`config.mk`:
```
export PLATFORM = sky130hd
export DESIGN_NAME = polyline_box_edge_crossing
export DESIGN_NICKNAME = d
export VERILOG_FILES = /design/src/rtl/pbec_pkg.sv /design/src/rtl/pbec_front.sv /design/src/rtl/pbec_back.sv /design/src/rtl/polyline_box_edge_crossing.sv
export SDC_FILE = /design/constraint.sdc
export NUM_CORES = 2
export LEC_CHECK = 0
export ABC_AREA = 1
export BUFFER_PORTS_ARGS = -buffer_cell sky130_fd_sc_hd__clkbuf_2
export CAP_MARGIN = 0
export CORE_ASPECT_RATIO = 1.75
export CORE_MARGIN = 2
export CORE_UTILIZATION = 40
export DETAILED_ROUTE_END_ITERATION = 7
export HOLD_SLACK_MARGIN = 0.02
export PLACE_DENSITY = 0.52
export SLEW_MARGIN = 10
export SYNTH_ARGS = -nofsm -noshare
export SYNTH_HDL_FRONTEND = slang
export SYNTH_SLANG_ARGS = --single-unit
```
`constraint.sdc`:
```
create_clock -name i_clk -period 17.9 [get_ports i_clk]
set_input_delay 0.895 -clock i_clk [delete_from_list [all_inputs] [get_ports i_clk]]
set_output_delay 0.895 -clock i_clk [all_outputs]
set_load 0.01 [all_outputs]
```
`src/rtl/pbec_pkg.sv`:
```
package pbec_pkg;

    localparam int COORD_BITS = 32;
    localparam int DIFF_BITS  = COORD_BITS + 1;
    localparam int PROD_BITS  = 2 * DIFF_BITS;
    localparam int CFG_IDX_BITS = 2;
    localparam int QUEUE_DEPTH = 2;

    localparam logic [CFG_IDX_BITS-1:0] REG_X_LOW  = 2'd0;
    localparam logic [CFG_IDX_BITS-1:0] REG_X_HIGH = 2'd1;
    localparam logic [CFG_IDX_BITS-1:0] REG_Y_LOW  = 2'd2;
    localparam logic [CFG_IDX_BITS-1:0] REG_Y_HIGH = 2'd3;

    typedef logic signed [COORD_BITS-1:0] t_coord;
    typedef logic signed [DIFF_BITS-1:0]  t_diff;
    typedef logic signed [PROD_BITS-1:0]  t_prod;

    // one classified edge handed from front to back
    typedef struct packed {
        t_coord x0;
        t_coord y0;
        t_coord x1;
        t_coord y1;
        logic   test_edge;
        logic   first;
        logic   last;
    } t_edge;

endpackage

```
`src/rtl/pbec_front.sv`:
```
module pbec_front (
    input  logic           i_clk,
    input  logic           i_rst_n,
    input  logic           i_push,
    input  pbec_pkg::t_coord i_vertex_x,
    input  pbec_pkg::t_coord i_vertex_y,
    input  logic           i_first_vertex,
    input  logic           i_last_vertex,
    output logic           o_full,
    output logic           o_edge_valid,
    output pbec_pkg::t_edge o_edge,
    input  logic           i_edge_take
);
    import pbec_pkg::*;

    t_edge r_q [QUEUE_DEPTH];
    logic  r_wp, r_rp;
    logic [1:0] r_cnt;
    t_coord r_px, r_py;
    logic  r_have;
    logic  w_acc, w_take;

    assign o_full       = (r_cnt == 2'(QUEUE_DEPTH));
    assign o_edge_valid = (r_cnt != 2'd0);
    assign o_edge       = r_q[r_rp];
    assign w_acc  = i_push && !o_full;
    assign w_take = i_edge_take && o_edge_valid;

    always_ff @(posedge i_clk) begin
        if (w_acc) begin
            r_q[r_wp].x0 <= r_px;
            r_q[r_wp].y0 <= r_py;
            r_q[r_wp].x1 <= i_vertex_x;
            r_q[r_wp].y1 <= i_vertex_y;
            r_q[r_wp].test_edge <= r_have && !i_first_vertex;
            r_q[r_wp].first <= i_first_vertex;
            r_q[r_wp].last  <= i_last_vertex;
            r_px <= i_vertex_x;
            r_py <= i_vertex_y;
        end
        if (!i_rst_n) begin
            r_wp <= 1'b0;
            r_rp <= 1'b0;
            r_cnt <= 2'd0;
            r_have <= 1'b0;
        end else begin
            if (w_acc) begin
                r_wp <= ~r_wp;
                r_have <= !i_last_vertex;
            end
            if (w_take) r_rp <= ~r_rp;
            r_cnt <= r_cnt + 2'(w_acc) - 2'(w_take);
        end
    end
endmodule

```
`src/rtl/pbec_back.sv`:
```
module pbec_back (
    input  logic            i_clk,
    input  logic            i_rst_n,
    input  pbec_pkg::t_coord i_x_low,
    input  pbec_pkg::t_coord i_x_high,
    input  pbec_pkg::t_coord i_y_low,
    input  pbec_pkg::t_coord i_y_high,
    input  logic            i_edge_valid,
    input  pbec_pkg::t_edge i_edge,
    output logic            o_edge_take,
    output logic            o_empty,
    output logic            o_box_hit,
    input  logic            i_pop
);
    import pbec_pkg::*;

    typedef enum logic [1:0] {S_IDLE, S_MUL_A, S_MUL_B, S_CMP} t_state;

    t_state r_state;
    t_edge  r_e;
    logic [1:0] r_line;
    logic   r_lim;
    logic   r_below_lo;
    logic   r_hit;
    logic   r_full;
    logic   r_res;
    t_prod  r_pa, r_pb;
    t_diff  r_d;

    // per-line operands, axes swapped for vertical lines
    t_coord w_line, w_a0, w_b0, w_a1, w_b1, w_lo, w_hi, w_limv;
    t_diff  w_d, w_ma, w_mb;
    t_prod  w_prod;
    logic   w_sidea, w_sideb, w_cross, w_below, w_new_hit;
    logic   w_start;

    always_comb begin
        w_line = i_y_low;
        w_lo = i_x_low;
        w_hi = i_x_high;
        w_a0 = r_e.x0; w_b0 = r_e.y0; w_a1 = r_e.x1; w_b1 = r_e.y1;
        case (r_line)
            2'd0: w_line = i_y_low;
            2'd1: w_line = i_y_high;
            2'd2: w_line = i_x_low;
            default: w_line = i_x_high;
        endcase
        if (r_line[1]) begin
            w_lo = i_y_low; w_hi = i_y_high;
            w_a0 = r_e.y0; w_b0 = r_e.x0; w_a1 = r_e.y1; w_b1 = r_e.x1;
        end
        w_limv = r_lim ? w_hi : w_lo;
        w_d  = DIFF_BITS'(w_b1) - DIFF_BITS'(w_b0);
        // one shared multiplier: (lim-a0)*d then (a1-a0)*(line-b0)
        if (r_state == S_MUL_A) begin
            w_ma = DIFF_BITS'(w_limv) - DIFF_BITS'(w_a0);
            w_mb = w_d;
        end else begin
            w_ma = DIFF_BITS'(w_a1) - DIFF_BITS'(w_a0);
            w_mb = DIFF_BITS'(w_line) - DIFF_BITS'(w_b0);
        end
        w_prod  = w_ma * w_mb;
        w_sidea = w_b0 > w_line;
        w_sideb = w_b1 > w_line;
        w_cross = r_e.test_edge && (w_sidea != w_sideb);
        w_below = (r_d > 0) ? (r_pa < r_pb) : (r_pa > r_pb);
        // exactly one of the two limits lies below the crossing point
        w_new_hit = r_lim && (w_below != r_below_lo);
    end

    assign w_start = (r_state == S_IDLE) && i_edge_valid && !r_full;
    assign o_edge_take = w_start;
    assign o_empty = !r_full;
    assign o_box_hit = r_res;

    always_ff @(posedge i_clk) begin
        if (w_start) r_e <= i_edge;
        if (r_state == S_MUL_A) begin
            r_pa <= w_prod;
            r_d  <= w_d;
        end
        if (r_state == S_MUL_B) r_pb <= w_prod;
        if (!i_rst_n) begin
            r_state <= S_IDLE;
            r_hit <= 1'b0;
            r_full <= 1'b0;
            r_res <= 1'b0;
            r_line <= 2'd0;
            r_lim <= 1'b0;
            r_below_lo <= 1'b0;
        end else begin
            if (i_pop && r_full) r_full <= 1'b0;
            case (r_state)
                S_IDLE: begin
                    if (w_start) begin
                        r_line <= 2'd0;
                        r_lim <= 1'b0;
                        if (i_edge.first) r_hit <= 1'b0;
                        r_state <= S_MUL_A;
                    end
                end
                S_MUL_A: begin
                    if (!w_cross || r_hit) begin
                        // nothing to test on this line
                        if (r_line == 2'd3 || r_hit) begin
                            r_state <= S_IDLE;
                            if (r_e.last) begin
                                r_full <= 1'b1;
                                r_res <= r_hit;
                                r_hit <= 1'b0;
                            end
                        end else begin
                            r_line <= r_line + 2'd1;
                        end
                    end else begin
                        r_state <= S_MUL_B;
                    end
                end
                S_MUL_B: r_state <= S_CMP;
                S_CMP: begin
                    if (!r_lim) begin
                        // low limit done, go round again for the high limit
                        r_below_lo <= w_below;
                        r_lim <= 1'b1;
                        r_state <= S_MUL_A;
                    end else begin
                        r_lim <= 1'b0;
                        if (r_line == 2'd3 || w_new_hit) begin
                            r_state <= S_IDLE;
                            if (r_e.last) begin
                                r_full <= 1'b1;
                                r_res <= w_new_hit;
                                r_hit <= 1'b0;
                            end else if (w_new_hit) begin
                                r_hit <= 1'b1;
                            end
                        end else begin
                            r_line <= r_line + 2'd1;
                            r_state <= S_MUL_A;
                        end
                    end
                end
                default: r_state <= S_IDLE;
            endcase
        end
    end
endmodule

```
`src/rtl/polyline_box_edge_crossing.sv`:
```
// channel  | handshake          | payload
// vertex   | i_push / o_full    | i_vertex_x, i_vertex_y, i_first_vertex, i_last_vertex
// result   | o_empty / i_pop    | o_box_hit
// config   | i_cfg_we           | i_cfg_idx, i_cfg_data
// each edge is taken in S_IDLE; one shared 33x33 multiplier then serves each crossed
// line in S_MUL_A, S_MUL_B and S_CMP (two products and a compare per limit, two
// limits); S_MUL_A skips an uncrossed line and ends the edge once a hit is known
// a two-word queue lets vertices enter while the back end works
// reset is synchronous, active low, and clears all control state and the box
// a held result word stalls the back end until popped
module polyline_box_edge_crossing (
    input  logic        i_clk,
    input  logic        i_rst_n,
    input  logic        i_push,
    output logic        o_full,
    input  pbec_pkg::t_coord i_vertex_x,
    input  pbec_pkg::t_coord i_vertex_y,
    input  logic        i_first_vertex,
    input  logic        i_last_vertex,
    output logic        o_empty,
    input  logic        i_pop,
    output logic        o_box_hit,
    input  logic        i_cfg_we,
    input  logic [pbec_pkg::CFG_IDX_BITS-1:0] i_cfg_idx,
    input  pbec_pkg::t_coord i_cfg_data
);
    import pbec_pkg::*;

    t_coord r_x_low, r_x_high, r_y_low, r_y_high;
    logic   w_edge_valid, w_edge_take;
    t_edge  w_edge;

    // box registers
    always_ff @(posedge i_clk) begin
        if (!i_rst_n) begin
            r_x_low <= '0;
            r_x_high <= '0;
            r_y_low <= '0;
            r_y_high <= '0;
        end else if (i_cfg_we) begin
            case (i_cfg_idx)
                REG_X_LOW:  r_x_low  <= i_cfg_data;
                REG_X_HIGH: r_x_high <= i_cfg_data;
                REG_Y_LOW:  r_y_low  <= i_cfg_data;
                REG_Y_HIGH: r_y_high <= i_cfg_data;
                default: ;
            endcase
        end
    end

    pbec_front u_front (
        .i_clk, .i_rst_n, .i_push,
        .i_vertex_x, .i_vertex_y, .i_first_vertex, .i_last_vertex,
        .o_full,
        .o_edge_valid(w_edge_valid),
        .o_edge(w_edge),
        .i_edge_take(w_edge_take)
    );

    pbec_back u_back (
        .i_clk, .i_rst_n,
        .i_x_low(r_x_low), .i_x_high(r_x_high),
        .i_y_low(r_y_low), .i_y_high(r_y_high),
        .i_edge_valid(w_edge_valid),
        .i_edge(w_edge),
        .o_edge_take(w_edge_take),
        .o_empty, .o_box_hit, .i_pop
    );

`ifndef SYNTHESIS
    // an edge is only taken while the front has one
    a_take_valid: assert property (@(posedge i_clk) disable iff (!i_rst_n)
        w_edge_take |-> w_edge_valid) else $error("edge taken from empty queue");
    // a waiting result stays until popped
    a_res_hold: assert property (@(posedge i_clk) disable iff (!i_rst_n)
        (!o_empty && !i_pop) |=> (!o_empty && $stable(o_box_hit)))
        else $error("result lost");
`endif
endmodule

```
Word-level counts from Yosys, hierarchy flattened:

Memory sizes are Yosys's and may differ from the RTL's. A register that Yosys moved wholly into a read port is not among the register bits.
Index checks and enable logic that the tools add are counted.

* memories: 1
* input bits: 105
* register bits after elaboration: 501
* output and inout port bits: 3
* memory bits (writable): 262
* word-level logic and storage cells: 154

* add/subtract/negate cells: 7
* multipliers: 1
* magnitude comparators: 5
* muxes and demuxes: 54
* equality and inequality tests: 24
* reduce and logical (&&, ||, !) cells: 33
* bitwise gates (word level): 3

Memory list
* u_front.r_q: depth 2, bits a word 131, rd ports 1, clocked after Yosys merged registers in 1, write ports 1, RTL line pbec_front.sv:16 `t_edge r_q [QUEUE_DEPTH];`

Operators with widths (count)
* $mux W32: 7
* $sub A32 B32 Y33: 4
* $pmux W32 S3: 1
* $gt A66 B66 Y1: 1
* $lt A66 B66 Y1: 1
* $mul A33 B33 Y66: 1
* $mux W33: 2
* $gt A32 B32 Y1: 2
* $gt A33 B1 Y1 const B: 1
* $mux W1: 29
* $mux W2: 9
* $eq A2 B2 Y1 const B: 7
* $reduce_and A2 Y1: 7
* $ne A2 B1 Y1 const B: 5
* $ne A2 B2 Y1 const B: 5
* $reduce_and A9 Y1: 1
* $logic_and A1 B1 Y1: 8
* $pmux W2 S4: 1
* $reduce_and A7 Y1: 1
* $eq A2 B1 Y1 const B: 3
* $logic_not A2 Y1: 3
* $pmux W1 S2: 3
* $pmux W2 S3: 1
* $reduce_and A6 Y1: 1
* 12 further kinds: 23

Depth between registers and ports, before layout:

* depth in word-level cells: 9
* depth in mapped cells: 60
* depth with buffers taken out: 54

Modules after synthesis:

A second synthesis with hierarchy kept.

* cell total of the unflattened synthesis: 8146
* area, all modules: 76225.6 um^2

By module, submodules not included
* pbec_back: seq. area each 9038.7 um^2, instances 1, area an instance 58884.0 um^2, cells each 6809
* pbec_front: seq. area each 9909.5 um^2, instances 1, area an instance 12046.6 um^2, cells each 518
* polyline_box_edge_crossing: seq. area each 2562.5 um^2, instances 1, area an instance 5295.1 um^2, cells each 819

Worst setup path after synthesis:

Ideal clock, no wire load.

* kind: register to register
* start: reg u_back.r_state[0]
* end: reg u_back.r_pa[64] (data pin)
* path buffers: 3
* slack: 5506 ps
* library setup time: 262 ps
* required time: 17638 ps
* stages on the path, launching flop included: 44
* data arrival time: 12132 ps
* cell sequence: dfxtp_1 -> inv_1 -> nor2_2 -> clkbuf_1 -> buf_1 -> nand2_1 -> o21ai_0 -> ha_1 -> a21oi_1 -> nand2_1 -> a31oi_2 -> o21ai_2 -> nand3_1 -> nand3_2 -> nand4_1 -> o211ai_2 -> a21oi_2 -> o21ai_0 -> (+8 left out) -> inv_1 -> fa_1 -> fa_1 -> inv_1 -> fa_1 -> inv_1 -> fa_1 -> fa_1 -> inv_1 -> ha_1 -> a21oi_1 -> inv_1 -> a31oi_1 -> o21ai_0 -> nand3_1 -> o2111ai_1 -> a21oi_1 -> xnor2_1

* longest elaborated chain between the ends: 3
* elaborated cells on any way between the ends: 4

RTL lines
* from (decl): RTL line pbec_back.sv:19 `t_state r_state;`
* from (signal assigned): RTL line pbec_back.sv:84 `r_state <= S_IDLE;`
* from (signal assigned): RTL line pbec_back.sv:99 `r_state <= S_MUL_A;`
* from (signal assigned): RTL line pbec_back.sv:106 `r_state <= S_IDLE;`
* $eq A2 B1 Y1 (*): RTL line pbec_back.sv:55 `if (r_state == S_MUL_A) begin`
* $mux W33: RTL line pbec_back.sv:55
* $mul A33 B33 Y66 (*): RTL line pbec_back.sv:62 `w_prod = w_ma * w_mb;`
* named net u_back.w_prod[64]: RTL line pbec_back.sv:33 `t_prod w_prod;`
* to (signal assigned): RTL line pbec_back.sv:79 `r_pa <= w_prod;`
* to (decl): RTL line pbec_back.sv:27 `t_prod r_pa, r_pb;`

The timed path passes the listed nets; every way through them passes the cells marked *.
A chain may end at the register's enable or synchronous reset.

Worst setup path in the final report:

* start: reg u_back.r_line[1]
* end: reg u_back.r_pa[58] (data pin)

* longest elaborated chain between the ends: 5
* elaborated cells on any way between the ends: 18

RTL lines
* from (decl): RTL line pbec_back.sv:21 `logic [1:0] r_line;`
* from (signal assigned): RTL line pbec_back.sv:113 `r_line <= r_line + 2'd1;`
* from (signal assigned): RTL line pbec_back.sv:138 `r_line <= r_line + 2'd1;`
* $eq A2 B2 Y1 (tied with other cells): RTL line pbec_back.sv:42 `case (r_line)`
* $pmux W32 S3 or $mux W32 (tied branches): RTL line pbec_back.sv:42, pbec_back.sv:52
* $sub A32 B32 Y33, on equally long branches: RTL line pbec_back.sv:60, pbec_back.sv:56
* $mux W33: RTL line pbec_back.sv:55
* $mul A33 B33 Y66 (*): RTL line pbec_back.sv:62
* named net u_back.w_prod[58]: RTL line pbec_back.sv:33

Marked as above.

==> metrics.txt <==
status complete, no violations; I/O Buffers 107; placer's final routability congestion estimate 1.008; starting density of the core 40.14%; Syn Std Cell Area 0.07478 mm²; CTS root buf clkbuf_16; worst relative slew slack 13.33%; period utilisation layout 81.49%; fill cell count 18110; Synth Area in Adders 37.74%; Crit-path slowest cell o22ai_1; # nets final 9538; first-pass detailed-route iteration total 6; Fmax 68.56 MHz; CP Launch Type flop; first-pass GRT wire length 390.9 mm; GRT Util Overall 28.77%; mux cell area share after synthesis 1.971%; routed vias/inst 5.331; CP Data Arrival Time 15.04 ns; share of layout cells above drive strength 1 8.147%; Max Slew Vio Count 0; Num CTS Buffers 76; # clock sinks 764; hpwl dp 210.2 mm; Avg WL per Cell 26.03 µm; max_cap viols 0; die height 576.0 µm; H-tree levels 3; Clock transition at path regs 0.06 ns; register area 0.02152 mm²; Total Neg Setup Slack 0 ns; cts repair resizes 0; number of synthesized register bits 764; slowest stage delay, CP 0.77 ns; Setup CP Type reg2reg; grt total ovfl 0; cts hold-fix bufs 0; Area growth, synth to finish 7.779%; dominant synthesized flop cell edfxtp_1; crit path capture type flop; core area 0.1863 mm²; Die X 330.8 µm; cell with the most instances on the worst path fa_1; Final Hold Vio Count 0; sequential element share of the synthesized area 28.77%; setup violators final 0; Post-Syn Instances 7877; vias in the first global route 59900; slew at the pin with the worst max-slew slack 1.300 ns; Post-DRT Antenna Nets 0; Synth Area in XOR/XNOR 1.546%; main combinational cell family by area after synthesis adder cells; Critical Path RT 18.35 ns; Synthesized Nets 9548; DRC errors left 0; Synth Area in Compound Gates 7.123%; async set-reset flop share out of synthesis 0%; synth unique cells 70; simple-gate share of the synthesized area 13.37%; Worst Skew 0.05344 ns; DR iter-0 viols 3773; Worst Path Max Fanout 54; Post-synth EDFFs 621; Synth Area per Inst 9.494 µm²; Multi-input gate area 0.04638 mm²; Rows 210; Worst Hold Class in2reg; DR vias 55320; CTS Buffer Depth 3; CTS tree built; postcts setup bufs 0; Warnings, synthesis 0; final wirelength 270.1 mm; IO Count 108; largest net degree at the start of global routing 121; worst skew pair latency 0.73 ns; fin crit period 14.59 ns; RSZ-0062 raised after global routing false; antenna violations before repair 12; die area 0.1906 mm²
-- path summary, 6_finish.rpt --
path	start	to	slack [ns]	cells after the start
worst max-delay path	u_back.r_line[1]	u_back.r_pa[58]	3.31	40
worst min-delay path	i_vertex_y[4]	u_front.r_q[0][7]	0.37	1
worst max register to register	u_back.r_line[1]	u_back.r_pa[58]	3.31	40
worst min register to register	u_front.r_px[11]	u_front.r_q[0][110]	0.43	0
-- worst max-delay path, delay by kind of cell (launching register included) --
family / cells / cell delay [ns]
xor+xnor: 1 / 0.10
fa+ha+maj: 11 / 5.31
buf+inv: 9 / 1.78
compound gates: 10 / 3.58
simple gates: 9 / 2.78
flops: 1 / 0.67
-- stage by stage --
step | std cells | util, % | hold slack [ns] | worst slack (ns) | cell area [µm²]
after floorplan | 7877 | - | 0.4215 | 5.506 | 74780
after global placement | 10230 | 41.92 | 0.4232 | 3.876 | 78090
after detailed placement | 10230 | 41.93 | 0.4298 | 3.756 | 78110
after CTS | 10370 | 43.25 | 0.3448 | 3.733 | 80570
after global routing | 10370 | 43.26 | 0.3622 | 2.836 | 80590
final | 10380 | 43.26 | 0.3737 | 3.314 | 80600
-- area by class of cell --
cell class	instances	area share [%]
Antenna cell	10	0.03105
Timing Repair Buffer	223	1.748
Clock inverter	43	0.5309
Clock buffer	97	2.524
Sequential cell	764	26.70
Tap cell	2438	3.785
Inverter	1530	7.136
Multi-Input combinational cell	5272	57.55
-- cell usage after synthesis, types with 14 or more instances --
library cell / count / share of area (%)
buf_2: 77 / 0.52
o21ai_0: 476 / 3.2
nand3_1: 152 / 1.0
inv_1: 1510 / 7.6
clkbuf_1: 197 / 0.99
dfxtp_1: 143 / 3.8
edfxtp_1: 621 / 25
nor2_1: 731 / 3.7
a21o_1: 18 / 0.18
a31oi_1: 23 / 0.19
nor4_1: 22 / 0.18
mux2_2: 130 / 2.0
or2_2: 18 / 0.15
a21oi_1: 286 / 1.9
nor2_2: 45 / 0.38
o22ai_1: 62 / 0.52
xnor2_1: 45 / 0.53
inv_2: 14 / 0.070
ha_1: 417 / 7.0
fa_1: 1149 / 31
buf_1: 25 / 0.13
o21ai_1: 14 / 0.094
o21a_1: 18 / 0.18
xor2_1: 74 / 0.87
nor3_1: 21 / 0.14
nand4_1: 24 / 0.20
nand2_1: 1431 / 7.2
-- cell usage in the layout, fill, tap and decap left out, types with 19 or more instances in the layout --
cell and n:
fa_1 1149, nor2_2 46, o21ai_0 470, nor3_1 21
edfxtp_1 621, a21oi_1 286, mux2_2 130, o22ai_1 62
inv_2 25, dfxtp_1 141, xnor2_1 39, nand3_1 150
nor2_1 727, clkbuf_16 76, clkbuf_2 106, nand2_1 1431
nand4_1 24, a31oi_1 23, inv_1 1497, xor2_1 61
o21ai_1 19, nor4_1 22, ha_1 416, buf_4 117
-- registers in the layout (all words and copies together), names as in the netlist, 33 cells and up, named ones only --
register,cells
u_back.r_pa,66
u_back.r_pb,66
u_back.r_d,33
u_front.r_q,262
u_back.r_e,130
-- cells by family (layout without fill, tap and decap cells) --
| logic type | after synthesis | after routing |
|---|---|---|
| and+or+nand+nor | 2482 | 2482 |
| buffers and inverters | 1841 | 1893 |
| adders and majority gates | 1566 | 1566 |
| AOI/OAI and AO/OA | 967 | 967 |
| DFF | 764 | 764 |
| muxes | 131 | 131 |
| xor gates and xnor gates | 126 | 126 |
| other | 0 | 10 |
-- metal layers --
metal	wire, µm	global-route usage [%]
met1	84170	27.52
met2	137900	50.87
met3	14600	4.678
met4	33410	28.83
met5	0	0
Power is left out: the tool's default activity adds up to more than one toggle a clock period on the data nets, which glitch-free logic cannot reach.
